[config.mk]
export PLATFORM = sky130hd
export DESIGN_NAME = npc_cell
export DESIGN_NICKNAME = d
export VERILOG_FILES = /design/src/rtl/npc_pkg.sv /design/src/rtl/npc_cell.sv
export SDC_FILE = /design/constraint.sdc
export NUM_CORES = 2
export LEC_CHECK = 0
export BUFFER_PORTS_ARGS = -buffer_cell sky130_fd_sc_hd__buf_2
export CAP_MARGIN = 20
export CORE_ASPECT_RATIO = 1.75
export CORE_MARGIN = 4
export CORE_UTILIZATION = 65
export CTS_CLUSTER_DIAMETER = 50
export DETAILED_ROUTE_END_ITERATION = 6
export GPL_TIMING_DRIVEN = 0
export HOLD_SLACK_MARGIN = 0.06
export MAX_ROUTING_LAYER = met4
export PLACE_DENSITY = 0.87
export SYNTH_ARGS = -nofsm -noshare
export SYNTH_HDL_FRONTEND = slang
export SYNTH_SLANG_ARGS = --single-unit
[constraint.sdc]
create_clock -name clk_i -period 7.51 [get_ports clk_i]
set_input_delay 0 -clock clk_i [delete_from_list [all_inputs] [get_ports clk_i]]
set_output_delay 0 -clock clk_i [all_outputs]
set_load 0.02 [all_outputs]
[src/rtl/npc_pkg.sv]
// Shared types, widths and constants for the nearest plane point classifier.
package npc_pkg;

  // Default number of plane cells in the chain
  localparam int unsigned PlaneSlotsDef = 64;
  // Slots reachable by the 6-bit entry index and plane limit registers
  localparam int unsigned MaxSlots = 64;

  // Field widths
  localparam int unsigned IdxW   = 6;
  localparam int unsigned CntW   = 7;
  localparam int unsigned DistW  = 31;
  localparam int unsigned CoefW  = 16;
  localparam int unsigned CoordW = 32;
  localparam int unsigned ApbAddrW = 4;
  localparam int unsigned ApbDataW = 32;

  // Distance arithmetic: Q1.15 * Q16.16 products, three products plus offset
  localparam int unsigned ProdW     = CoefW + CoordW;
  localparam int unsigned SumW      = ProdW + 2;
  localparam int unsigned FracShift = 15;
  localparam int unsigned RndW      = SumW - FracShift;
  localparam logic [SumW-1:0]  RoundBias = SumW'(1) << (FracShift - 1);
  localparam logic [DistW-1:0] DistMax   = {DistW{1'b1}};

  // Register reset values
  localparam logic [DistW-1:0] ThresholdRst   = DistW'(328);
  localparam logic [IdxW-1:0]  MaxIndexRst    = IdxW'(63);
  localparam logic [CntW-1:0]  PlanesValidRst = CntW'(0);

  // Action codes of an input transaction
  localparam logic ACT_LOAD     = 1'b0;
  localparam logic ACT_CLASSIFY = 1'b1;

  // Configuration register indexes (word address)
  typedef enum logic [1:0] {
    REG_THRESHOLD    = 2'd0,
    REG_MAX_INDEX    = 2'd1,
    REG_PLANES_VALID = 2'd2
  } npc_reg_e;

  // One plane equation a*x + b*y + c*z + d
  typedef struct packed {
    logic signed [CoefW-1:0]  nx;
    logic signed [CoefW-1:0]  ny;
    logic signed [CoefW-1:0]  nz;
    logic signed [CoordW-1:0] d;
  } plane_t;

  // Point under classification
  typedef struct packed {
    logic signed [CoordW-1:0] x;
    logic signed [CoordW-1:0] y;
    logic signed [CoordW-1:0] z;
  } point_t;

  // Search token handed from cell to cell
  typedef struct packed {
    logic             valid;
    logic             found;
    logic             done;
    logic [IdxW-1:0]  best_j;
    logic [DistW-1:0] best_d;
  } scan_t;

endpackage

[src/rtl/npc_cell.sv]
// One chain cell: holds a plane, computes its distance to the point, updates the token.
module npc_cell import npc_pkg::*; #(
  parameter int unsigned CELL_IDX = 0
) (
  input  logic             clk_i,
  input  logic             rst_ni,
  input  point_t           point_i,
  input  logic             plane_wr_i,
  input  logic [IdxW-1:0]  entry_index_i,
  input  plane_t           plane_i,
  input  logic [CntW-1:0]  limit_i,
  input  logic [DistW-1:0] thr_i,
  input  scan_t            tok_i,
  output scan_t            tok_o
);

  // Cells past the addressable range park at MaxSlots and never match or search
  localparam logic [CntW-1:0] SlotId =
    CntW'((CELL_IDX < MaxSlots) ? CELL_IDX : MaxSlots);

  plane_t                   plane_q;
  logic signed [ProdW-1:0]  prod_x_q, prod_y_q, prod_z_q;
  logic signed [CoordW-1:0] offs_q;
  logic signed [SumW-1:0]   sum_q;
  logic [SumW-1:0]          mag, rnd;
  logic [RndW-1:0]          quo;
  logic [DistW-1:0]         dist_d, dist_q;
  logic                     active, take;
  scan_t                    tok_d, tok_q;

  // Plane storage, written by a load transaction addressed to this slot
  always_ff @(posedge clk_i) begin
    if (plane_wr_i && ({1'b0, entry_index_i} == SlotId)) begin
      plane_q <= plane_i;
    end
  end

  // Stage 1: coefficient times coordinate
  always_ff @(posedge clk_i) begin
    prod_x_q <= ProdW'(plane_q.nx) * ProdW'(point_i.x);
    prod_y_q <= ProdW'(plane_q.ny) * ProdW'(point_i.y);
    prod_z_q <= ProdW'(plane_q.nz) * ProdW'(point_i.z);
    offs_q   <= plane_q.d;
  end

  // Stage 2: exact sum, offset aligned to the product scale
  always_ff @(posedge clk_i) begin
    sum_q <= SumW'(prod_x_q) + SumW'(prod_y_q) + SumW'(prod_z_q)
           + (SumW'(offs_q) <<< FracShift);
  end

  // Stage 3: magnitude, round to Q16.16, saturate
  always_comb begin
    mag    = sum_q[SumW-1] ? SumW'(-sum_q) : SumW'(sum_q);
    rnd    = mag + RoundBias;
    quo    = rnd[SumW-1:FracShift];
    dist_d = (|quo[RndW-1:DistW]) ? DistMax : quo[DistW-1:0];
  end

  always_ff @(posedge clk_i) begin
    dist_q <= dist_d;
  end

  // Token update: keep nearest plane, earlier wins ties, stop below threshold
  always_comb begin
    active = SlotId < limit_i;
    take   = !tok_i.found || (dist_q < tok_i.best_d);
    tok_d  = tok_i;
    if (tok_i.valid && active && !tok_i.done) begin
      if (take) begin
        tok_d.best_d = dist_q;
        tok_d.best_j = IdxW'(CELL_IDX);
      end
      tok_d.found = 1'b1;
      tok_d.done  = tok_d.best_d < thr_i;
    end
  end

  always_ff @(posedge clk_i or negedge rst_ni) begin
    if (!rst_ni) begin
      tok_q <= '0;
    end else begin
      tok_q <= tok_d;
    end
  end

  assign tok_o = tok_q;

  // A token leaves only in the cycle after one arrived
  a_tok_follows: assert property (@(posedge clk_i) disable iff (!rst_ni)
    tok_q.valid |-> $past(tok_i.valid))
    else $error("token out without token in");

  // A finished search always carries a match
  a_done_found: assert property (@(posedge clk_i) disable iff (!rst_ni)
    (tok_q.valid && tok_q.done) |-> tok_q.found)
    else $error("search stopped without a match");

  // The best distance never grows along the chain
  a_best_mono: assert property (@(posedge clk_i) disable iff (!rst_ni)
    (tok_q.valid && $past(tok_i.valid && tok_i.found))
      |-> (tok_q.best_d <= $past(tok_i.best_d)))
    else $error("best distance grew");

endmodule

==> impl_results.md <==
* Status: finished clean
* Sequential area share after synthesis at 12.17%
* # fillers at 7709
* Yosys cell types at 83
* Drt pass-1 iters at 6
* Fin. Hold Viols at 0
* HPWL after DPL at approximately 180 mm
* Post-Syn Nets at 9736
* Period Utilization, post-route at 99.73%
* Finish-stage setup viols at 0
* IO Pins at 303
* Ys Warns at 0
* Die height at 442.9 um
* FFs w/ async S/R, synth at between 10% and 20%
* Largest family of logic cells by synthesized area: adder cells
* Vias at 55710
* FP Rows at 159
* Placer Congestion at 1.105
* Clock sink count at 377
* Fin cells at around 9400
* Compound-Gate Fraction of Synth Area at 6.178%
* Post-route antenna net violation count at 0
* F_max at about 130 MHz
* Storage element area at 8548 um^2
* CTS root buf: clkbuf_16
* Synth Register Bits at ~380
* Layout cells sized above 1 at under 10%
* Worst setup SP type: register
* Final clock skew at 28.29 ps
* Synthesized area per cell at approximately 9.4 um^2
* EDFF count, synth at 80
* Total Wirelength at roughly 220 mm
* WL/cell at 23.38 um
* Slew headroom at 40.92%
* Clock Path Buffers at 3
* Synth Instances at 7468
* Initial core utilization at between 60 and 70%
* Remaining Overflow, GRT at 0
* First-pass GRT wire length at 342.2 mm
* Cell area after synthesis at 70250 um^2
* Minimum clock period after layout at roughly 7500 ps
* Critical Path End Type: register
* GRT Overall Usage at 40.73%
* H-Tree Depth at 2
* Mux contribution to synthesized area at 1.081%
* Core Footprint at 107200 um^2
* P&R area growth vs syn at 10.36%
* Multi-input gate area at about 54000 um^2
* Primary FF master, synth: dfxtp_1
* 1st-iter DRT viols at 3944
* Antenna violations before repair at 13
* Post-Synth XOR/XNOR Area at under 10%
* Data arrival time of the worst path at 7960 ps
* CTS clk-pin slew, worst paths at 60 ps
* Vias per cell at between 5 and 6
* Layout net count at 10280
* Largest net degree at the start of global routing at 41
* Clock buffer count from CTS at 47
* Pins Over Slew Limit at 0
* Buffers added on ports at between 300 and 400
* Adder-cell share of the synthesized area at 52.18%
* Worst Path Max Fanout at 10
* Post-synthesis simple-gate area fraction at between 10% and 20%
* Data required, critical path at 7980 ps
* MaxCap Viol Count at 0
* DRC at 0
* Crit path kind: register to register
* Worst Tran Pin Value at 886.2 ps
* DP Cell Count at 9146
* Die area at 113600 um^2
* CTS tree: built
* Worst-skew pair later-pin latency at 630 ps
* Die Wd at approximately 260 um
* Hold WC Path Type: input pin to register
* Number of global-route vias before repair at 62340
[synthesized netlist by cell type (12+ instances only)]
cell type | count | share of area, %
xnor2_1 | 179 | 2.2
ha_1 | 464 | 8.3
nor4_1 | 17 | 0.15
o21bai_1 | 26 | 0.28
nor3_1 | 30 | 0.21
xor2_1 | 61 | 0.76
nand2_1 | 957 | 5.1
mux2_2 | 63 | 1.0
nand3_1 | 38 | 0.27
fa_1 | 1541 | 44
and2_1 | 629 | 5.6
dfrtp_1 | 40 | 1.4
o31ai_1 | 18 | 0.19
a21oi_1 | 187 | 1.3
dfxtp_1 | 257 | 7.3
edfxtp_1 | 80 | 3.4
nor2_1 | 212 | 1.1
o21a_1 | 25 | 0.27
or3_1 | 18 | 0.16
and4_1 | 13 | 0.16
a21boi_0 | 12 | 0.13
clkbuf_1 | 269 | 1.4
a211oi_1 | 20 | 0.21
a21o_1 | 125 | 1.3
nand2_2 | 20 | 0.18
nand4_1 | 35 | 0.31
and3_1 | 14 | 0.12
o21ai_0 | 103 | 0.73
a31oi_1 | 23 | 0.20
inv_1 | 1741 | 9.3
nand2b_1 | 48 | 0.43
nor2b_1 | 27 | 0.24
[layout make-up]
class,count,share of cell area (%)
clock buffer,59,1.777
multi-input combinational,5063,69.93
sequential,377,11.03
buffer,284,1.769
inverter,1743,8.442
timing repair buffer,496,4.389
antenna,18,0.05810
tap,1368,2.208
clock inverter,28,0.4002
[critical path, cell delays in order, from the launching register on]
cell and delay [ps]:
edfxtp_1 580, clkbuf_4 320, nand2_1 100, fa_1 550, inv_1 50, fa_1 570, fa_1 450, fa_1 470
fa_1 490, inv_1 50, fa_2 600, inv_1 60, ha_1 340, a21o_1 210, a211o_1 330, a211o_1 270
a41oi_1 240, o21ai_1 170, and2_1 250, a31o_2 310, o21a_1 310, a311oi_2 310, xnor2_2 290
[sequential cells by signal, indices dropped and copies added, names as in the netlist]
name,count
prod_z_q,48
prod_y_q,48
prod_x_q,48
tok_o,40
sum_q,50
offs_q,32
dist_q,31
plane_q,80
[stage by stage]
stage / TNS [ps] / utilization, % / area, um^2 / setup slack (ps) / hold slack [ps]
2_1_floorplan: 0 / - / 70260 / 774.5 / -295.6
3_3_place_gp: -224420 / 68.53 / 73480 / -2486 / 124.6
3_5_place_dp: -29540 / 68.62 / 73580 / -1723 / 133.8
4_1_cts: 0 / 72.02 / 77230 / 0.2949 / 60.69
5_1_grt: -81.49 / 72.29 / 77520 / -58.26 / 88.47
6_report: 0 / 72.31 / 77530 / 20.29 / 94.18
[cells in the final DEF (no fill, tap or decap), drive strengths merged, types with 179 or more instances in the layout]
cell,count
nand2,977
fa,1541
inv,1758
clkbuf,304
xnor2,179
and2,629
ha,464
dfxtp,257
buf,377
nor2,213
a21oi,187
[kinds of logic (layout without fill, tap and decap cells)]
| logic type | Yosys count | in the layout |
|---|---|---|
| flops | 377 | 377 |
| xor+xnor | 240 | 240 |
| simple gates | 2093 | 2093 |
| mux | 68 | 68 |
| fa+ha+maj | 2005 | 2005 |
| buf+inv | 2028 | 2610 |
| compound gates | 657 | 657 |
| other cells | 0 | 18 |
[layer usage]
metal	global-route usage [%]	vias to the layer above	part of all wire, %
li1	-	23430	-
met1	40.29	27710	30
met2	68.25	3148	49
met3	7.160	1419	7.7
met4	36.61	0	12
met5	-	-	0
[worst paths after layout]
kind                             start           end  slack, ps  depth (start not counted)
setup / recovery           plane_q[58]  prod_y_q[46]         20                         22
hold / removal             plane_i[39]   plane_q[39]         90                          2
setup reg to reg           plane_q[58]  prod_y_q[46]         20                         22
hold reg to reg             plane_q[7]     offs_q[7]        340                          0
max in group asynchronous       rst_ni     tok_o[35]       6760                          4
min in group asynchronous       rst_ni      tok_o[4]        500                          4
[timing repair]
action                                  in CTS  in global routing
setup buffers                               13                 14
endpoints found under the hold margin      214                  0
endpoints found under the setup margin      45                 36
pin swaps                                    2                  6
cloned                                       0                  0
gates resized for setup                    114                110
hold buffers                               159                  0
Power is left out: the tool's default activity adds up to more than one toggle a clock period on the data nets, which glitch-free logic cannot reach.
